### src/sv/utfd_pkg.sv
// Shared types and constants for the turbidity sensor frame decoder.
`default_nettype none
package utfd_pkg;

    localparam logic [7:0] CH_K  = 8'h4B;
    localparam logic [7:0] CH_O  = 8'h4F;
    localparam logic [7:0] CH_LF = 8'h0A;
    localparam logic [7:0] CH_CR = 8'h0D;
    localparam logic [8:0] CH_ZERO = 9'd48;

    localparam int QUEUE_DEPTH = 2;

    localparam logic [16:0] RECIP_NINE = 17'd116508;   // floor(2^20 / 9)
    localparam logic [31:0] RECIP_THOUSAND = 32'd2199023255;   // floor(2^41 / 1000)
    localparam logic signed [38:0] LIN_COEF   = 39'sd5742300;
    localparam logic [42:0]        QUAD_COEF  = 43'd11204;
    localparam logic signed [44:0] CONST_TERM = 45'sd435290000;
    localparam logic [9:0]         DIVISOR    = 10'd1000;

    typedef struct packed {
        logic              valid;
        logic signed [8:0] d3;
        logic signed [8:0] d5;
        logic signed [8:0] d6;
    } utfd_frame_t;

endpackage
`default_nettype wire

### src/sv/utfd_front.sv
// Byte classifier: tracks the ok mark, stored count and the three digit bytes.
`default_nettype none
module utfd_front
    import utfd_pkg::*;
#(
    parameter int BUFFER_DEPTH = 16
) (
    input  wire logic        clk,
    input  wire logic        rst_n,
    input  wire logic        s_tvalid,
    output logic             s_tready,
    input  wire logic [7:0]  s_tdata,
    input  wire logic        queue_full,
    output logic             push,
    output utfd_frame_t      frame
);

    localparam int CW = $clog2(BUFFER_DEPTH + 1);
    localparam logic [CW-1:0] DEPTH_C = CW'(BUFFER_DEPTH);

    logic              ok_reg, ok_next;
    logic [CW-1:0]     cnt_reg, cnt_next;
    logic signed [8:0] d3_reg, d3_next;
    logic signed [8:0] d5_reg, d5_next;
    logic signed [8:0] d6_reg, d6_next;
    logic              take;
    logic signed [8:0] digit;

    assign s_tready = !queue_full;
    assign take     = s_tvalid && s_tready;
    assign digit    = $signed({1'b0, s_tdata} - CH_ZERO);

    always_comb
    begin
        ok_next  = ok_reg;
        cnt_next = cnt_reg;
        d3_next  = d3_reg;
        d5_next  = d5_reg;
        d6_next  = d6_reg;
        push     = 1'b0;
        frame.valid = (cnt_reg != '0);
        frame.d3 = d3_reg;
        frame.d5 = d5_reg;
        frame.d6 = d6_reg;
        if (take)
        begin
            if (s_tdata == CH_K)
            begin
                ok_next = 1'b1;
            end
            else if (s_tdata == CH_CR || s_tdata == CH_O)
            begin
                ok_next = ok_reg;
            end
            else if (s_tdata == CH_LF)
            begin
                if (ok_reg)
                begin
                    push     = 1'b1;
                    ok_next  = 1'b0;
                    cnt_next = '0;
                    d3_next  = '0;
                    d5_next  = '0;
                    d6_next  = '0;
                end
            end
            else if (cnt_reg < DEPTH_C)
            begin
                if (cnt_reg == CW'(3))
                    d3_next = digit;
                if (cnt_reg == CW'(5))
                    d5_next = digit;
                if (cnt_reg == CW'(6))
                    d6_next = digit;
                cnt_next = cnt_reg + CW'(1);
            end
        end
    end

    always_ff @(posedge clk or negedge rst_n)
    begin
        if (!rst_n)
        begin
            ok_reg  <= 1'b0;
            cnt_reg <= '0;
            d3_reg  <= '0;
            d5_reg  <= '0;
            d6_reg  <= '0;
        end
        else
        begin
            ok_reg  <= ok_next;
            cnt_reg <= cnt_next;
            d3_reg  <= d3_next;
            d5_reg  <= d5_next;
            d6_reg  <= d6_next;
        end
    end

endmodule
`default_nettype wire

### src/sv/utfd_queue.sv
// Small queue of finished frame records between classifier and arithmetic.
`default_nettype none
module utfd_queue
    import utfd_pkg::*;
(
    input  wire logic  clk,
    input  wire logic  rst_n,
    input  wire logic  push,
    input  wire utfd_frame_t wr_frame,
    output logic       full,
    output logic       not_empty,
    input  wire logic  pop,
    output utfd_frame_t rd_frame
);

    localparam int PW = $clog2(QUEUE_DEPTH);

    utfd_frame_t         mem [QUEUE_DEPTH];
    logic [PW-1:0]       wr_ptr_reg, rd_ptr_reg;
    logic [PW:0]         count_reg;

    assign full      = (count_reg == (PW+1)'(QUEUE_DEPTH));
    assign not_empty = (count_reg != '0);
    assign rd_frame  = mem[rd_ptr_reg];

    always_ff @(posedge clk)
    begin
        if (push && !full)
            mem[wr_ptr_reg] <= wr_frame;
    end

    always_ff @(posedge clk or negedge rst_n)
    begin
        if (!rst_n)
        begin
            wr_ptr_reg <= '0;
            rd_ptr_reg <= '0;
            count_reg  <= '0;
        end
        else
        begin
            if (push && !full)
                wr_ptr_reg <= wr_ptr_reg + PW'(1);
            if (pop && not_empty)
                rd_ptr_reg <= rd_ptr_reg + PW'(1);
            if ((push && !full) && !(pop && not_empty))
                count_reg <= count_reg + (PW+1)'(1);
            else if (!(push && !full) && (pop && not_empty))
                count_reg <= count_reg - (PW+1)'(1);
        end
    end

endmodule
`default_nettype wire

### src/sv/utfd_back.sv
// Arithmetic sequencer: voltage, bar level and turbidity, then the output register.
`default_nettype none
module utfd_back
    import utfd_pkg::*;
(
    input  wire logic         clk,
    input  wire logic         rst_n,
    input  wire logic         frame_ready,
    input  wire utfd_frame_t  frame,
    output logic              pop,
    output logic              m_tvalid,
    input  wire logic         m_tready,
    output logic [63:0]       m_tdata,
    output logic [0:0]        m_tuser
);

    typedef enum logic [2:0] {
        ST_IDLE, ST_SQUARE, ST_POLY, ST_SUM, ST_RECIP, ST_REM, ST_FIX, ST_DONE
    } state_t;

    state_t             state_reg;
    logic               fvalid_reg;
    logic signed [15:0] volt_reg;
    logic               vneg_reg;
    logic [29:0]        vsq_reg;
    logic signed [38:0] lin_reg;
    logic [15:0]        mag2_reg;
    logic [33:0]        pct_prod_reg;
    logic [42:0]        quad_reg;
    logic signed [13:0] pct_reg;
    logic               nneg_reg;
    logic [42:0]        num_reg;
    logic [33:0]        q0_reg;
    logic [12:0]        rem_reg;
    logic [33:0]        quo_reg;
    logic               mvalid_reg;
    logic [63:0]        mdata_reg;
    logic               muser_reg;

    logic signed [15:0] d3x, d5x, d6x, volt_calc;
    logic signed [31:0] vw;
    logic [14:0]        vabs;
    logic [13:0]        q0;
    logic [16:0]        pct_rem;
    logic [13:0]        q_fix;
    logic signed [44:0] n_sum;
    logic [44:0]        n_mag;
    logic [63:0]        recip_prod;
    logic [42:0]        rem_full;
    logic [33:0]        turb34;
    logic [13:0]        bar14;
    logic               out_free;
    logic               out_load;

    // Whole thousands left in the remainder after the reciprocal estimate.
    function automatic logic [2:0] thousands(input logic [12:0] r);
        logic [2:0] t;
        t = '0;
        for (int k = 1; k < 8; k++)
            if (r >= 13'(k) * 13'(DIVISOR))
                t = 3'(k);
        return t;
    endfunction

    assign d3x = 16'(frame.d3);
    assign d5x = 16'(frame.d5);
    assign d6x = 16'(frame.d6);
    assign volt_calc = d3x * 16'sd100 + d5x * 16'sd10 + d6x;

    assign vw   = 32'(volt_reg);
    assign vabs = volt_reg[15] ? 15'(-volt_reg) : volt_reg[14:0];

    // The reciprocal product is never above the true quotient, so one step fixes it.
    assign q0      = pct_prod_reg[33:20];
    assign pct_rem = 17'(mag2_reg) - 17'(q0) * 17'd9;
    assign q_fix   = (pct_rem >= 17'd9) ? q0 + 14'd1 : q0;

    assign n_sum = 45'(lin_reg) - $signed(45'(quad_reg)) - CONST_TERM;
    assign n_mag = n_sum[44] ? 45'(-n_sum) : 45'(n_sum);

    // The estimate from the top 32 bits is at most seven short of the true quotient,
    // so the remainder stays below 8000 and a few compares finish the division.
    assign recip_prod = 64'(num_reg[42:11]) * 64'(RECIP_THOUSAND);
    assign rem_full   = num_reg - 43'(q0_reg) * 43'(DIVISOR);

    assign turb34 = nneg_reg ? (~quo_reg + 34'd1) : quo_reg;
    assign bar14  = 14'd100 - 14'(pct_reg);

    assign out_free = !mvalid_reg || m_tready;
    assign out_load = (state_reg == ST_DONE) && out_free;
    assign pop      = (state_reg == ST_IDLE) && frame_ready;
    assign m_tvalid = mvalid_reg;
    assign m_tdata  = mdata_reg;
    assign m_tuser  = muser_reg;

    always_ff @(posedge clk or negedge rst_n)
    begin
        if (!rst_n)
        begin
            state_reg    <= ST_IDLE;
            fvalid_reg   <= 1'b0;
            volt_reg     <= '0;
            vneg_reg     <= 1'b0;
            vsq_reg      <= '0;
            lin_reg      <= '0;
            mag2_reg     <= '0;
            pct_prod_reg <= '0;
            quad_reg     <= '0;
            pct_reg      <= '0;
            nneg_reg     <= 1'b0;
            num_reg      <= '0;
            q0_reg       <= '0;
            rem_reg      <= '0;
            quo_reg      <= '0;
            mvalid_reg   <= 1'b0;
            mdata_reg    <= '0;
            muser_reg    <= 1'b0;
        end
        else
        begin
            if (out_load)
                mvalid_reg <= 1'b1;
            else if (m_tready)
                mvalid_reg <= 1'b0;
            case (state_reg)
                ST_IDLE:
                begin
                    if (frame_ready)
                    begin
                        fvalid_reg <= frame.valid;
                        if (frame.valid)
                        begin
                            volt_reg  <= volt_calc;
                            state_reg <= ST_SQUARE;
                        end
                        else
                        begin
                            volt_reg  <= '0;
                            nneg_reg  <= 1'b0;
                            quo_reg   <= '0;
                            state_reg <= ST_DONE;
                        end
                    end
                end
                ST_SQUARE:
                begin
                    vsq_reg      <= 30'(vw * vw);
                    lin_reg      <= 39'(volt_reg) * LIN_COEF;
                    vneg_reg     <= volt_reg[15];
                    mag2_reg     <= {vabs, 1'b0};
                    pct_prod_reg <= 34'({vabs, 1'b0}) * 34'(RECIP_NINE);
                    state_reg    <= ST_POLY;
                end
                ST_POLY:
                begin
                    quad_reg  <= 43'(vsq_reg) * QUAD_COEF;
                    pct_reg   <= vneg_reg ? $signed(-q_fix) : $signed(q_fix);
                    state_reg <= ST_SUM;
                end
                ST_SUM:
                begin
                    nneg_reg  <= n_sum[44];
                    num_reg   <= 43'(n_mag + 45'd500);
                    state_reg <= ST_RECIP;
                end
                ST_RECIP:
                begin
                    q0_reg    <= recip_prod[63:30];
                    state_reg <= ST_REM;
                end
                ST_REM:
                begin
                    rem_reg   <= rem_full[12:0];
                    state_reg <= ST_FIX;
                end
                ST_FIX:
                begin
                    quo_reg   <= q0_reg + 34'(thousands(rem_reg));
                    state_reg <= ST_DONE;
                end
                ST_DONE:
                begin
                    if (out_free)
                    begin
                        muser_reg  <= fvalid_reg;
                        mdata_reg  <= {turb34, bar14, volt_reg};
                        state_reg  <= ST_IDLE;
                    end
                end
                default:
                begin
                    state_reg <= ST_IDLE;
                end
            endcase
        end
    end

endmodule
`default_nettype wire

### src/sv/uart_turbidity_frame_decoder_top.sv
// Top level of the turbidity sensor reply decoder.
// Reply bytes enter on the s_ stream one per transfer and are classified as each is
// accepted, so the byte stream runs at one byte per clock while the frame queue has
// room. Each LF that closes a frame hands a record to a two-entry queue; the arithmetic
// unit then steps through load, two multiply stages, sum, reciprocal multiply by
// 1/1000, remainder, correction and output for a frame with a reading, and through load
// and output for an empty frame. A stalled m_ side holds the arithmetic unit at its
// output step. Each frame end gives one m_ transfer: tuser flags a real reading or an
// empty frame, and tdata carries voltage, bar level and turbidity. The input stalls
// only while two frames wait.
`default_nettype none
module uart_turbidity_frame_decoder_top
    import utfd_pkg::*;
#(
    parameter int BUFFER_DEPTH = 16
) (
    input  wire logic        clk,
    input  wire logic        rst_n,
    input  wire logic        s_tvalid,
    output logic             s_tready,
    input  wire logic [7:0]  s_tdata,   // rx_byte[7:0]
    output logic             m_tvalid,
    input  wire logic        m_tready,
    output logic [63:0]      m_tdata,   // voltage_centi[15:0], bar_level[29:16],
                                        // turbidity_centi[63:30]
    output logic [0:0]       m_tuser    // frame_valid[0]
);

    utfd_frame_t push_frame, head_frame;
    logic        push, pop, full, not_empty;

    utfd_front #(
        .BUFFER_DEPTH(BUFFER_DEPTH)
    ) u_front (
        .clk       (clk),
        .rst_n     (rst_n),
        .s_tvalid  (s_tvalid),
        .s_tready  (s_tready),
        .s_tdata   (s_tdata),
        .queue_full(full),
        .push      (push),
        .frame     (push_frame)
    );

    utfd_queue u_queue (
        .clk      (clk),
        .rst_n    (rst_n),
        .push     (push),
        .wr_frame (push_frame),
        .full     (full),
        .not_empty(not_empty),
        .pop      (pop),
        .rd_frame (head_frame)
    );

    utfd_back u_back (
        .clk        (clk),
        .rst_n      (rst_n),
        .frame_ready(not_empty),
        .frame      (head_frame),
        .pop        (pop),
        .m_tvalid   (m_tvalid),
        .m_tready   (m_tready),
        .m_tdata    (m_tdata),
        .m_tuser    (m_tuser)
    );

endmodule
`default_nettype wire

### config.mk
export PLATFORM = sky130hd
export DESIGN_NAME = uart_turbidity_frame_decoder_top
export DESIGN_NICKNAME = d
export VERILOG_FILES = /design/src/sv/utfd_pkg.sv /design/src/sv/utfd_front.sv /design/src/sv/utfd_queue.sv /design/src/sv/utfd_back.sv /design/src/sv/uart_turbidity_frame_decoder_top.sv
export SDC_FILE = /design/constraint.sdc
export NUM_CORES = 2
export LEC_CHECK = 0
export ABC_CLOCK_PERIOD_IN_PS = 9200
export BUFFER_PORTS_ARGS = -buffer_cell sky130_fd_sc_hd__buf_2
export CAP_MARGIN = 20
export CORE_MARGIN = 1
export CORE_UTILIZATION = 45
export DETAILED_ROUTE_END_ITERATION = 12
export SETUP_SLACK_MARGIN = 0.15
export SLEW_MARGIN = 40
export SYNTH_ARGS = -nofsm -noshare
export SYNTH_HDL_FRONTEND = slang
export SYNTH_SLANG_ARGS = --single-unit
### constraint.sdc
create_clock -name clk -period 9.2 [get_ports clk]
set_input_delay 0.92 -clock clk [delete_from_list [all_inputs] [get_ports clk]]
set_output_delay 0.92 -clock clk [all_outputs]
set_load 0.1 [all_outputs]
==> summary.txt <==
total gr overflow -> 0
Wirelength per Cell -> 19.96 µm
fmax -> 114.6 MHz
GPL Wtd Cong -> 0.9468
# rows -> 143
Max-slew headroom -> 38.53%
# setup viols final -> 0
Hold Crit Class -> primary input to asynchronous set/reset pin
largest family of logic cells by synthesized area -> adder cells
Detailed Routing Iterations Pass 1 -> 6
Final Net Count -> 9426
share of the synthesized area in the top cell type -> 27.36%
core footprint -> 152400 µm²
RSZ-0062 raised after global routing -> yes
die area -> 155700 µm²
adder-cell area share of the yosys netlist -> 47.47%
FF+latch count, synth -> 445
Synth Area in Compound Gates -> 10.73%
CP Class -> register to register
CP max FO -> 6
antenna violations before repair -> 0
Synth Cell Area -> 69360 µm²
status -> finished, final reports clean
worst r2r path cells -> 32
TritonCTS clock tree -> built
CP most frequent cell -> fa_1
Fill cells -> 14.42k
Initial Utilization -> 45.50%
Max-cap violations -> 0
Hold Vio Cnt, Final -> 0
Critical-path top delay cell -> or4b_2
post-synthesis mux area share -> 1.360%
post-synthesis async set-or-reset flop share -> 87.42%
measured slew at the worst slew-check pin -> 0.9155 ns
Syn Nets -> 9356
Total GRT Usage -> 24.68%
DR vias/cell -> 5.280
Largest register FFs -> 64
crit-path max cell delay -> 0.61 ns
vias in the first global route -> 52.74k
Die X -> 394.6 µm
Clock Path Buffers -> 3
Post-Synth Simple-Gate Area -> 9.191%
Worst setup EP type -> register
DRC errors left -> 0
distinct cell type count after synthesis -> 111
Final period util -> 94.88%
antenna viol nets, final -> 0
Final Critical Period -> 8.729 ns
Post-synth EDFFs -> 56
Starting DRT DRC Count -> 2673
cts hold-fix bufs -> 0
final wirelength -> 188.2 mm
ANT cells -> 0
synth top area cells -> fa_1 27%, ha_1 20%, dfrtp_1 14%
Post-Synth XOR/XNOR Area -> 5.161%
Critical Path RT -> 9.80 ns
first-pass GRT wire length -> 301.3 mm
final setup TNS -> 0 ns
Worst-Skew Late Latency -> 0.68 ns
DPL Wire Length -> 159.6 mm
syn avg cell area -> 9.526 µm²
Synth Warn # -> 0
DIE HEIGHT -> 394.6 µm
Synth area leader -> fa_1
Clock transition at path regs -> 0.06 ns
H-tree levels -> 2
Num CTS Buffers -> 57
Area growth syn-to-layout -> 7.578%
startpoint types -> register
largest net degree at the start of global routing -> 97
sequential fraction of the synthesis area -> 16.46%
clock root cell -> clkbuf_16
crit path DAT -> 9.33 ns
Clock Sinks -> 445
Port Buf Inserts -> 78
proportion of layout cells with a drive suffix above 1 -> 5.787%
Setup Skew -> 0.02893 ns
Post-synth top flop -> dfrtp_1
Syn Inst Count -> 7281
vias post-DR -> 49.77k
# IOs -> 79
Max Slew Vio Count -> 0
[synth_stat cells, types with 29 or more instances]
cell type	n
a21oi_1	229
o21bai_1	36
a31oi_1	32
o211ai_1	30
inv_1	1582
nand2b_1	44
fa_1	948
clkbuf_1	147
nand3_1	96
o21a_1	34
a21o_1	114
ha_1	1115
dfrtp_1	389
o21ai_0	427
nand4_1	36
edfxtp_1	56
nor3_1	77
nor2b_1	39
o31ai_1	45
or3_1	44
xnor2_1	240
and3_1	45
xor2_1	165
mux2_2	57
nand2_1	561
nor2_1	258
mux2i_1	29
[final cells by class]
type / instances / area (µm²) / share of cell area, %
Clock buffer: 69 / 1531 / 2.052
Clock inverter: 35 / 491.7 / 0.6590
Inverter: 1589 / 5964 / 7.993
Multi-Input combinational cell: 5072 / 51390 / 68.87
Sequential cell: 445 / 11420 / 15.30
Tap cell: 2030 / 2540 / 3.404
Timing Repair Buffer: 186 / 1284 / 1.720
[stage by stage]
step / hold slack [ns] / instance area, µm² / cells / setup slack (ns) / utilization (%)
2_1_floorplan: 0.4366 / 69360 / 7281 / 1.198 / -
6_report: 0.2142 / 74620 / 9426 / 0.4709 / 48.95
3_5_place_dp: 0.4537 / 72550 / 9321 / 0.3052 / 47.59
4_1_cts: 0.2209 / 74570 / 9425 / 0.2536 / 48.92
5_1_grt: 0.2542 / 74620 / 9426 / 0.1436 / 48.95
3_3_place_gp: 0.4447 / 72450 / 9319 / 0.2783 / 47.53
[final timing paths]
path / end / slack, ns / start
max: u_back.q0_reg[29] / 0.47 / u_back.num_reg[28]
min: u_front.d3_reg[0] / 0.21 / rst_n
max reg2reg: u_back.q0_reg[29] / 0.47 / u_back.num_reg[28]
min reg2reg: u_queue.mem[0][2] / 0.47 / u_front.d6_reg[2]
max in group asynchronous: u_back.pct_prod_reg[31] / 7.18 / rst_n
min in group clk: u_queue.mem[0][2] / 0.47 / u_front.d6_reg[2]
[layer usage]
| layer | global-route usage [%] | wire, µm | up-vias |
|---|---|---|---|
| met3 | 2.457 | 6866 | 233 |
| met5 | 0 | 0 | - |
| li1 | - | - | 23778 |
| met1 | 32.71 | 83520 | 24810 |
| met4 | 7.434 | 6437 | 0 |
| met2 | 42.49 | 91340 | 951 |
[cells in the final DEF, fill, tap and decap left out, drive strengths merged, types with 81 or more instances in the layout]
master / n
a21o: 114
a21oi: 233
buf: 186
dfrtp: 389
fa: 948
ha: 1115
inv: 1588
nand2: 562
nand3: 96
nor2: 258
nor3: 81
o21ai: 438
xnor2: 242
xor2: 165
[cell families after synthesis]
family / count (synthesis)
flops: 445
mux: 87
buf+inv: 1764
fa+ha+maj: 2063
simple gates: 1346
compound gates: 1169
xor+xnor: 407
[worst max-delay path, delay by kind of cell (launching register included)]
family / cells / cell delay [ns]
AOI/OAI and AO/OA: 9 / 1.52
buffers and inverters: 9 / 1.11
DFF: 1 / 0.48
and+or+nand+nor: 5 / 1.32
adders and majority gates: 9 / 4.21
[repair_timing]
action	4_1_cts	5_1_grt
buffers inserted	0	0
hold endpoints to repair	0	0
setup endpoints to repair	0	6
resized for setup	0	3
Power is left out: the tool's default activity adds up to more than one toggle a clock period on the data nets, which glitch-free logic cannot reach.
